$ cat src/rtl/amgs_pkg.sv
`default_nettype none

package amgs_pkg;

   localparam logic [1:0] OP_INSERT = 2'd0;
   localparam logic [1:0] OP_DELETE = 2'd1;
   localparam logic [1:0] OP_FIRST  = 2'd2;
   localparam logic [1:0] OP_NEXT   = 2'd3;

   localparam int NO_EDGE_WEIGHT = 10000;

   localparam int VERTEX_BITS = 4;
   localparam int COUNT_BITS  = 16;
   localparam int CSR_BITS    = 5;

   typedef struct packed {
      logic wr_en;
      logic rd_en;
   } amgs_mem_ctl_type;

endpackage

`default_nettype wire

$ cat src/rtl/amgs_matrix.sv
`default_nettype none

module amgs_matrix import amgs_pkg::*; #(
   parameter int INDEX_BITS  = 4,
   parameter int WEIGHT_BITS = 16
) (
   input  wire logic                         clock,
   input  wire logic                         reset,
   input  wire amgs_mem_ctl_type             ctl,
   input  wire logic [2*INDEX_BITS-1:0]      addr,
   input  wire logic [WEIGHT_BITS-1:0]       wdata,
   output logic      [WEIGHT_BITS-1:0]       rdata,
   output logic                              busy
);

   localparam int ADDR_BITS = 2 * INDEX_BITS;
   localparam int DEPTH     = 1 << ADDR_BITS;

   logic [WEIGHT_BITS-1:0] weight_mem [DEPTH];
   logic [WEIGHT_BITS-1:0] rdata_ff;
   logic                   clearing_ff;
   logic                   clearing_in;
   logic [ADDR_BITS-1:0]   clr_addr_ff;
   logic [ADDR_BITS-1:0]   clr_addr_in;
   logic [WEIGHT_BITS-1:0] init_word;

   // diagonal clears to zero, the rest to the no-edge weight
   always_comb begin
      if (clr_addr_ff[ADDR_BITS-1:INDEX_BITS] == clr_addr_ff[INDEX_BITS-1:0]) begin
         init_word = '0;
      end else begin
         init_word = WEIGHT_BITS'(NO_EDGE_WEIGHT);
      end
      clearing_in = clearing_ff;
      clr_addr_in = clr_addr_ff;
      if (clearing_ff) begin
         clr_addr_in = clr_addr_ff + ADDR_BITS'(1);
         if (&clr_addr_ff) begin
            clearing_in = 1'b0;
         end
      end
   end

   always_ff @(posedge clock) begin
      if (reset) begin
         clearing_ff <= 1'b1;
         clr_addr_ff <= '0;
      end else begin
         clearing_ff <= clearing_in;
         clr_addr_ff <= clr_addr_in;
      end
   end

   always_ff @(posedge clock) begin
      if (clearing_ff) begin
         weight_mem[clr_addr_ff] <= init_word;
      end else if (ctl.wr_en) begin
         weight_mem[addr] <= wdata;
      end
      if (ctl.rd_en) begin
         rdata_ff <= weight_mem[addr];
      end
   end

   assign rdata = rdata_ff;
   assign busy  = clearing_ff;

endmodule

`default_nettype wire

$ cat src/rtl/adjacency_matrix_graph_store_top.sv
`default_nettype none
// edits: an accepted request passes the execute state, which writes the matrix, then the
// finish state, which loads the response register; a neighbour query goes from execute to
// a scan state that reads the row's columns in order until a hit or the last active column
// throughput: one word at a time; the next request is taken only after the response register
// loads and the block is back in idle; finish waits while the response output is held off
// reset: no request word is taken while a pass clears all 2**(2*clog2(MAX_VERTICES)) entries (256 by default)

module adjacency_matrix_graph_store_top import amgs_pkg::*; #(
   parameter int MAX_VERTICES = 16,
   parameter int WEIGHT_BITS  = 16
) (
   input  wire logic                          clock,
   input  wire logic                          reset,
   input  wire logic                          csr_wr_en,
   input  wire logic [CSR_BITS-1:0]           csr_wr_data,
   input  wire logic                          req_valid,
   output logic                               req_ready,
   input  wire logic [1:0]                    req_opcode,
   input  wire logic [VERTEX_BITS-1:0]        req_from_vertex,
   input  wire logic [VERTEX_BITS-1:0]        req_to_vertex,
   input  wire logic signed [15:0]            req_weight,
   output logic                               rsp_valid,
   input  wire logic                          rsp_ready,
   output logic [VERTEX_BITS-1:0]             rsp_neighbor,
   output logic                               rsp_found,
   output logic                               rsp_range_error,
   output logic signed [COUNT_BITS-1:0]       rsp_edge_count
);

   localparam int IW = $clog2(MAX_VERTICES);
   localparam int CW = (IW + 1 > CSR_BITS) ? IW + 1 : CSR_BITS;
   localparam longint W_HI = (64'sd1 <<< (WEIGHT_BITS - 1)) - 64'sd1;
   localparam longint W_LO = -W_HI - 64'sd1;

   localparam logic [1:0] ST_IDLE   = 2'd0;
   localparam logic [1:0] ST_EXEC   = 2'd1;
   localparam logic [1:0] ST_SCAN   = 2'd2;
   localparam logic [1:0] ST_FINISH = 2'd3;

   logic [1:0]                    state_ff, state_in;
   logic [CSR_BITS-1:0]           num_vertices_ff;
   logic [1:0]                    op_ff, op_in;
   logic [VERTEX_BITS-1:0]        from_ff, from_in;
   logic [VERTEX_BITS-1:0]        to_ff, to_in;
   logic signed [15:0]            weight_ff, weight_in;
   logic [CW-1:0]                 col_ff, col_in;
   logic                          rd_valid_ff, rd_valid_in;
   logic [CW-1:0]                 rd_col_ff, rd_col_in;
   logic signed [COUNT_BITS-1:0]  count_ff, count_in;
   logic [VERTEX_BITS-1:0]        res_nb_ff, res_nb_in;
   logic                          res_found_ff, res_found_in;
   logic                          res_err_ff, res_err_in;
   logic                          rsp_valid_ff, rsp_valid_in;
   logic [VERTEX_BITS-1:0]        rsp_nb_ff, rsp_nb_in;
   logic                          rsp_found_ff, rsp_found_in;
   logic                          rsp_err_ff, rsp_err_in;
   logic signed [COUNT_BITS-1:0]  rsp_count_ff, rsp_count_in;

   logic [CW-1:0]                 n_active;
   logic                          from_ok;
   logic                          to_ok;
   logic                          op_err;
   logic                          out_free;
   logic                          hit;
   longint                        w_ext;
   logic [WEIGHT_BITS-1:0]        w_clamped;
   amgs_mem_ctl_type              mem_ctl;
   logic [2*IW-1:0]               mem_addr;
   logic [WEIGHT_BITS-1:0]        mem_wdata;
   logic signed [WEIGHT_BITS-1:0] mem_rdata;
   logic                          mem_busy;

   amgs_matrix #(
      .INDEX_BITS (IW),
      .WEIGHT_BITS(WEIGHT_BITS)
   ) u_matrix (
      .clock(clock),
      .reset(reset),
      .ctl  (mem_ctl),
      .addr (mem_addr),
      .wdata(mem_wdata),
      .rdata(mem_rdata),
      .busy (mem_busy)
   );

   always_comb begin
      if (CW'(num_vertices_ff) > CW'(MAX_VERTICES)) begin
         n_active = CW'(MAX_VERTICES);
      end else begin
         n_active = CW'(num_vertices_ff);
      end
      from_ok = CW'(from_ff) < n_active;
      to_ok   = CW'(to_ff) < n_active;
      if (op_ff == OP_FIRST) begin
         op_err = !from_ok;
      end else begin
         op_err = !(from_ok && to_ok);
      end
      w_ext = longint'(weight_ff);
      if (w_ext > W_HI) begin
         w_clamped = WEIGHT_BITS'(W_HI);
      end else if (w_ext < W_LO) begin
         w_clamped = WEIGHT_BITS'(W_LO);
      end else begin
         w_clamped = WEIGHT_BITS'(w_ext);
      end
      hit      = (mem_rdata > 0) && (mem_rdata < NO_EDGE_WEIGHT);
      out_free = !rsp_valid_ff || rsp_ready;
   end

   assign req_ready = (state_ff == ST_IDLE) && !mem_busy;

   always_comb begin
      state_in      = state_ff;
      op_in         = op_ff;
      from_in       = from_ff;
      to_in         = to_ff;
      weight_in     = weight_ff;
      col_in        = col_ff;
      rd_valid_in   = 1'b0;
      rd_col_in     = rd_col_ff;
      count_in      = count_ff;
      res_nb_in     = res_nb_ff;
      res_found_in  = res_found_ff;
      res_err_in    = res_err_ff;
      rsp_valid_in  = rsp_valid_ff;
      rsp_nb_in     = rsp_nb_ff;
      rsp_found_in  = rsp_found_ff;
      rsp_err_in    = rsp_err_ff;
      rsp_count_in  = rsp_count_ff;
      mem_ctl.wr_en = 1'b0;
      mem_ctl.rd_en = 1'b0;
      mem_addr      = {IW'(from_ff), IW'(to_ff)};
      mem_wdata     = w_clamped;

      if (rsp_valid_ff && rsp_ready) begin
         rsp_valid_in = 1'b0;
      end

      case (state_ff)
         ST_IDLE: begin
            if (req_valid && req_ready) begin
               op_in     = req_opcode;
               from_in   = req_from_vertex;
               to_in     = req_to_vertex;
               weight_in = req_weight;
               state_in  = ST_EXEC;
            end
         end
         ST_EXEC: begin
            res_nb_in    = '0;
            res_found_in = 1'b0;
            res_err_in   = op_err;
            state_in     = ST_FINISH;
            if (!op_err) begin
               case (op_ff)
                  OP_INSERT: begin
                     mem_ctl.wr_en = 1'b1;
                     if (count_ff != 16'sh7fff) begin
                        count_in = count_ff + 16'sd1;
                     end
                  end
                  OP_DELETE: begin
                     mem_ctl.wr_en = 1'b1;
                     mem_wdata     = WEIGHT_BITS'(NO_EDGE_WEIGHT);
                     if (count_ff != 16'sh8000) begin
                        count_in = count_ff - 16'sd1;
                     end
                  end
                  OP_FIRST: begin
                     col_in   = '0;
                     state_in = ST_SCAN;
                  end
                  default: begin
                     col_in   = CW'(to_ff) + CW'(1);
                     state_in = ST_SCAN;
                  end
               endcase
            end
         end
         ST_SCAN: begin
            mem_addr = {IW'(from_ff), col_ff[IW-1:0]};
            if (rd_valid_ff && hit) begin
               res_nb_in    = VERTEX_BITS'(rd_col_ff);
               res_found_in = 1'b1;
               state_in     = ST_FINISH;
            end else if (col_ff < n_active) begin
               mem_ctl.rd_en = 1'b1;
               rd_valid_in   = 1'b1;
               rd_col_in     = col_ff;
               col_in        = col_ff + CW'(1);
            end else begin
               state_in = ST_FINISH;
            end
         end
         default: begin
            if (out_free) begin
               rsp_valid_in = 1'b1;
               rsp_nb_in    = res_nb_ff;
               rsp_found_in = res_found_ff;
               rsp_err_in   = res_err_ff;
               rsp_count_in = count_ff;
               state_in     = ST_IDLE;
            end
         end
      endcase
   end

   always_ff @(posedge clock) begin
      if (reset) begin
         state_ff        <= ST_IDLE;
         num_vertices_ff <= '0;
         rd_valid_ff     <= 1'b0;
         count_ff        <= '0;
         rsp_valid_ff    <= 1'b0;
      end else begin
         state_ff     <= state_in;
         rd_valid_ff  <= rd_valid_in;
         count_ff     <= count_in;
         rsp_valid_ff <= rsp_valid_in;
         if (csr_wr_en) begin
            num_vertices_ff <= csr_wr_data;
         end
      end
   end

   always_ff @(posedge clock) begin
      op_ff        <= op_in;
      from_ff      <= from_in;
      to_ff        <= to_in;
      weight_ff    <= weight_in;
      col_ff       <= col_in;
      rd_col_ff    <= rd_col_in;
      res_nb_ff    <= res_nb_in;
      res_found_ff <= res_found_in;
      res_err_ff   <= res_err_in;
      rsp_nb_ff    <= rsp_nb_in;
      rsp_found_ff <= rsp_found_in;
      rsp_err_ff   <= rsp_err_in;
      rsp_count_ff <= rsp_count_in;
   end

   assign rsp_valid       = rsp_valid_ff;
   assign rsp_neighbor    = rsp_nb_ff;
   assign rsp_found       = rsp_found_ff;
   assign rsp_range_error = rsp_err_ff;
   assign rsp_edge_count  = rsp_count_ff;

   a_no_accept_while_clearing : assert property (@(posedge clock) disable iff (reset)
      mem_busy |-> !req_ready)
      else $error("request taken during clearing pass");

   a_read_only_in_scan : assert property (@(posedge clock) disable iff (reset)
      rd_valid_ff |-> (state_ff == ST_SCAN))
      else $error("read in flight outside scan");

   a_found_not_error : assert property (@(posedge clock) disable iff (reset)
      (rsp_valid_ff && rsp_found_ff) |-> !rsp_err_ff)
      else $error("neighbour found on a range error");

   a_count_only_on_exec : assert property (@(posedge clock) disable iff (reset)
      (!$past(reset) && (count_ff != $past(count_ff))) |-> ($past(state_ff) == ST_EXEC))
      else $error("edge counter moved outside execution");

endmodule

`default_nettype wire

$ cat config.mk
export PLATFORM = sky130hd
export DESIGN_NAME = adjacency_matrix_graph_store_top
export DESIGN_NICKNAME = d
export VERILOG_FILES = /design/src/rtl/amgs_pkg.sv /design/src/rtl/amgs_matrix.sv /design/src/rtl/adjacency_matrix_graph_store_top.sv
export SDC_FILE = /design/constraint.sdc
export NUM_CORES = 2
export LEC_CHECK = 0
export BUFFER_PORTS_ARGS = -buffer_cell sky130_fd_sc_hd__buf_4
export CAP_MARGIN = 5
export CORE_ASPECT_RATIO = 1.5
export CORE_MARGIN = 2
export CORE_UTILIZATION = 60
export DETAILED_ROUTE_END_ITERATION = 8
export GPL_ROUTABILITY_DRIVEN = 0
export PLACE_DENSITY = 0.81
export SLEW_MARGIN = 20
export SYNTH_ARGS = -nofsm -noshare
export SYNTH_HDL_FRONTEND = slang
export SYNTH_SLANG_ARGS = --single-unit
$ cat constraint.sdc
create_clock -name clock -period 7.8 [get_ports clock]
set_input_delay 0.78 -clock clock [delete_from_list [all_inputs] [get_ports clock]]
set_output_delay 0.78 -clock clock [all_outputs]
set_load 0.005 [all_outputs]
==> results.cfg <==
[die]
ios = 60
core_area_mm2 = 0.273
floorplan.rows = 235
die_h_um = 645
fp.dieArea_mm2 = 0.278
die_w_um = 431
initial_utilization = 0.602

[clock_tree]
cts-root-buf = clkbuf_16
cts.hold.buffers_added = 0
ctsLongestPathBuffers = 4
insertion_delay_ns = 0.94
cts_buffers = 347
cts_setup_buffers = 0
cts_tree = done
path_clk_slew_ns = 0.07
cts_max_level = 5
post_cts_resized = 0
cts.sinks = 4209

[cells_and_area]
final_cells = 14200
multiInputGateArea_mm2 = 0.0360
register_area_mm2 = 0.126
nFillCells = 16400
num-nets-final = 10400
final_area_mm2 = 0.182
area_growth_pct = 10.8
drive_gt1_frac = 0.127

[critical_path]
crit_path_start = state_ff[0]
arrival_ns = 6.86
path_max_fanout = 58
crit_type = reg2reg
end_kind = flip-flop
required_ns = 8.49
critPathLaunchType = flip-flop
r2r_start = state_ff[0]

[yosys]
synth_cell_types = 67
synthFlopType = edfxtp_1
syn-instance-count = 10100
yosys_warnings = 0
avgSynthCellArea_um2 = 16.2
async_flop_share = 0
synthesis.area_mm2 = 0.164
synth_edf_count = 4175
synth_most_common_cell = edfxtp_1
syn_nets = 10200
ys_seq_area_frac = 0.767
synth_top_area_frac = 0.763
yosys-top-cells-count = edfxtp_1 (4,175), nand2_1 (1,644), mux2i_1 (821)
synth.area.top_cells = edfxtp_1 (76%), mux2i_1 (5.0%), nand2_1 (3.8%)
ys_ff_latch = 4209
synth_top_area_cell = edfxtp_1

[grt]
grt_antenna_before_repair = 26
groute.usage.overall = 0.325
grt_pass1_wl_um = 657000
grt_pass1_vias = 95700
grt_max_degree = 183
grt_overflow = 0

[route]
drt-vias-per-instance = 7.01
vias = 99100
drc = 0
final_antenna_net_count = 0
totalWireLength_um = 461000
dr.first_iter.drc_count = 17300
wire_per_inst_um = 32.6
drtPass1Iterations = 7

[pwr]
swShare = 0.203
p_leak_nw = 56.4
clock_power_share = 0.404
power.internal_w = 0.0350
p_per_area_mw_per_mm2 = 241
pwr-share-seq = 0.568
power_frac_comb = 0.027
peakVddDrop_uv = 241
p_sw_w = 0.00891
total_power_w = 0.0439

[timing]
final_hold_viol_count = 0
setup_viol = 0
period_needed_ns = 6.16
slew_violations = 0
post-route-period-util = 0.790
rsz0062_at_grt = no
worst_slew_pin_slew_ns = 1.35
fin_setup_tns_ns = 0
timing.fmax_mhz = 162
clock_skew_ns = 0.0621
finalHoldWorstSlack_ns = 0.0302
relSlewSlack = 0.0970

[job]
maxCapViolations = 0

[place]
place_hpwl_um = 262000
placed_area_mm2 = 0.171
dp_cells = 13500
port_buffers = 59

[worst_hold_path]
hold_class = in2reg
min_from = req_weight[11]

[status]
run_status = complete, no violations
==> per-layer routing <==
metal / global-route usage / wire length, um
met3: 0.0790 / 60100
met1: 0.397 / 144000
met5: 0 / 209
met4: 0.215 / 38000
met2: 0.521 / 219000
==> final timing paths <==
path,slack [ns],endpoint,cells after the start
max,1.64,u_matrix.rdata[12],12
min,0.03,weight_ff[11],1
max reg2reg,1.64,u_matrix.rdata[12],12
min reg2reg,0.45,rsp_found,0
==> cells by family after synthesis <==
| kind of cell | count (synthesis) | synth area share |
|---|---|---|
| AND/OR/NAND/NOR | 2822 | 0.0738 |
| AO/OA/AOI/OAI | 1312 | 0.0516 |
| XOR/XNOR | 25 | 0.00133 |
| flip-flops | 4209 | 0.767 |
| buffers and inverters | 661 | 0.0183 |
| multiplexers | 1080 | 0.0853 |
| adder cells (fa/ha/maj) | 33 | 0.00256 |
==> metrics by stage <==
step | setup WS, ns | util
after detailed placement | 1.98 | 0.625
after global placement | 1.82 | 0.624
after CTS | 1.96 | 0.667
final | 1.64 | 0.667
after global routing | 1.63 | 0.667
after floorplan | 1.20 | -
==> flip-flops by register name (all words and copies together), names as in the netlist, 5 cells and up <==
register and count:
col_ff 5, u_matrix.clr_addr_ff 8, u_matrix.weight_mem 4096, weight_ff 16, count_ff 16, num_vertices_ff 5
u_matrix.rdata 16, rsp_edge_count 16
==> cell type report <==
class,count,area share
timing repair buffer,461,0.0228
clock inverter,193,0.0114
inverter,17,0.000351
multi-input combinational,5272,0.198
clock buffer,431,0.0505
antenna,13,0.000179
tap,3555,0.0244
sequential,4209,0.692
==> cell usage in the layout (no fill, tap or decap), types with 48 or more instances in the layout <==
cell	instances
buf_4	400
mux2i_1	817
edfxtp_1	4175
o22ai_1	403
nand4_1	149
nor2_1	276
nor3_1	97
mux4_2	256
clkinv_2	48
a31oi_1	85
o21ai_0	150
nand3_1	396
clkinv_1	71
clkbuf_16	356
a32oi_1	66
nand2_1	1638
clkbuf_1	74
nor4_1	63
a21oi_1	303
nor2_2	53
==> worst max-delay path, cell delays in order (launching register included) <==
cell and delay, ns:
dfxtp_1 0.37, inv_1 0.12, ha_1 0.16, buf_4 0.36
mux2i_4 1.01, buf_4 0.44, buf_4 0.83, mux4_2 0.62
a22oi_1 0.34, nand4_1 0.43, nor3_1 0.83, nor3_1 0.11
a31o_1 0.27
==> power by group through the flow <==
stage	combinational, W	clock (W)	sequential (W)
CTS	0.00115	0.0177	0.0249
detailed placement	0.00114	0	0.0254
floorplan	0.000597	0	0.0255
global placement	0.00109	0	0.0254
global route	0.00123	0.0185	0.0249
finish	0.00120	0.0177	0.0249
Power figures use the tool's default switching activity.
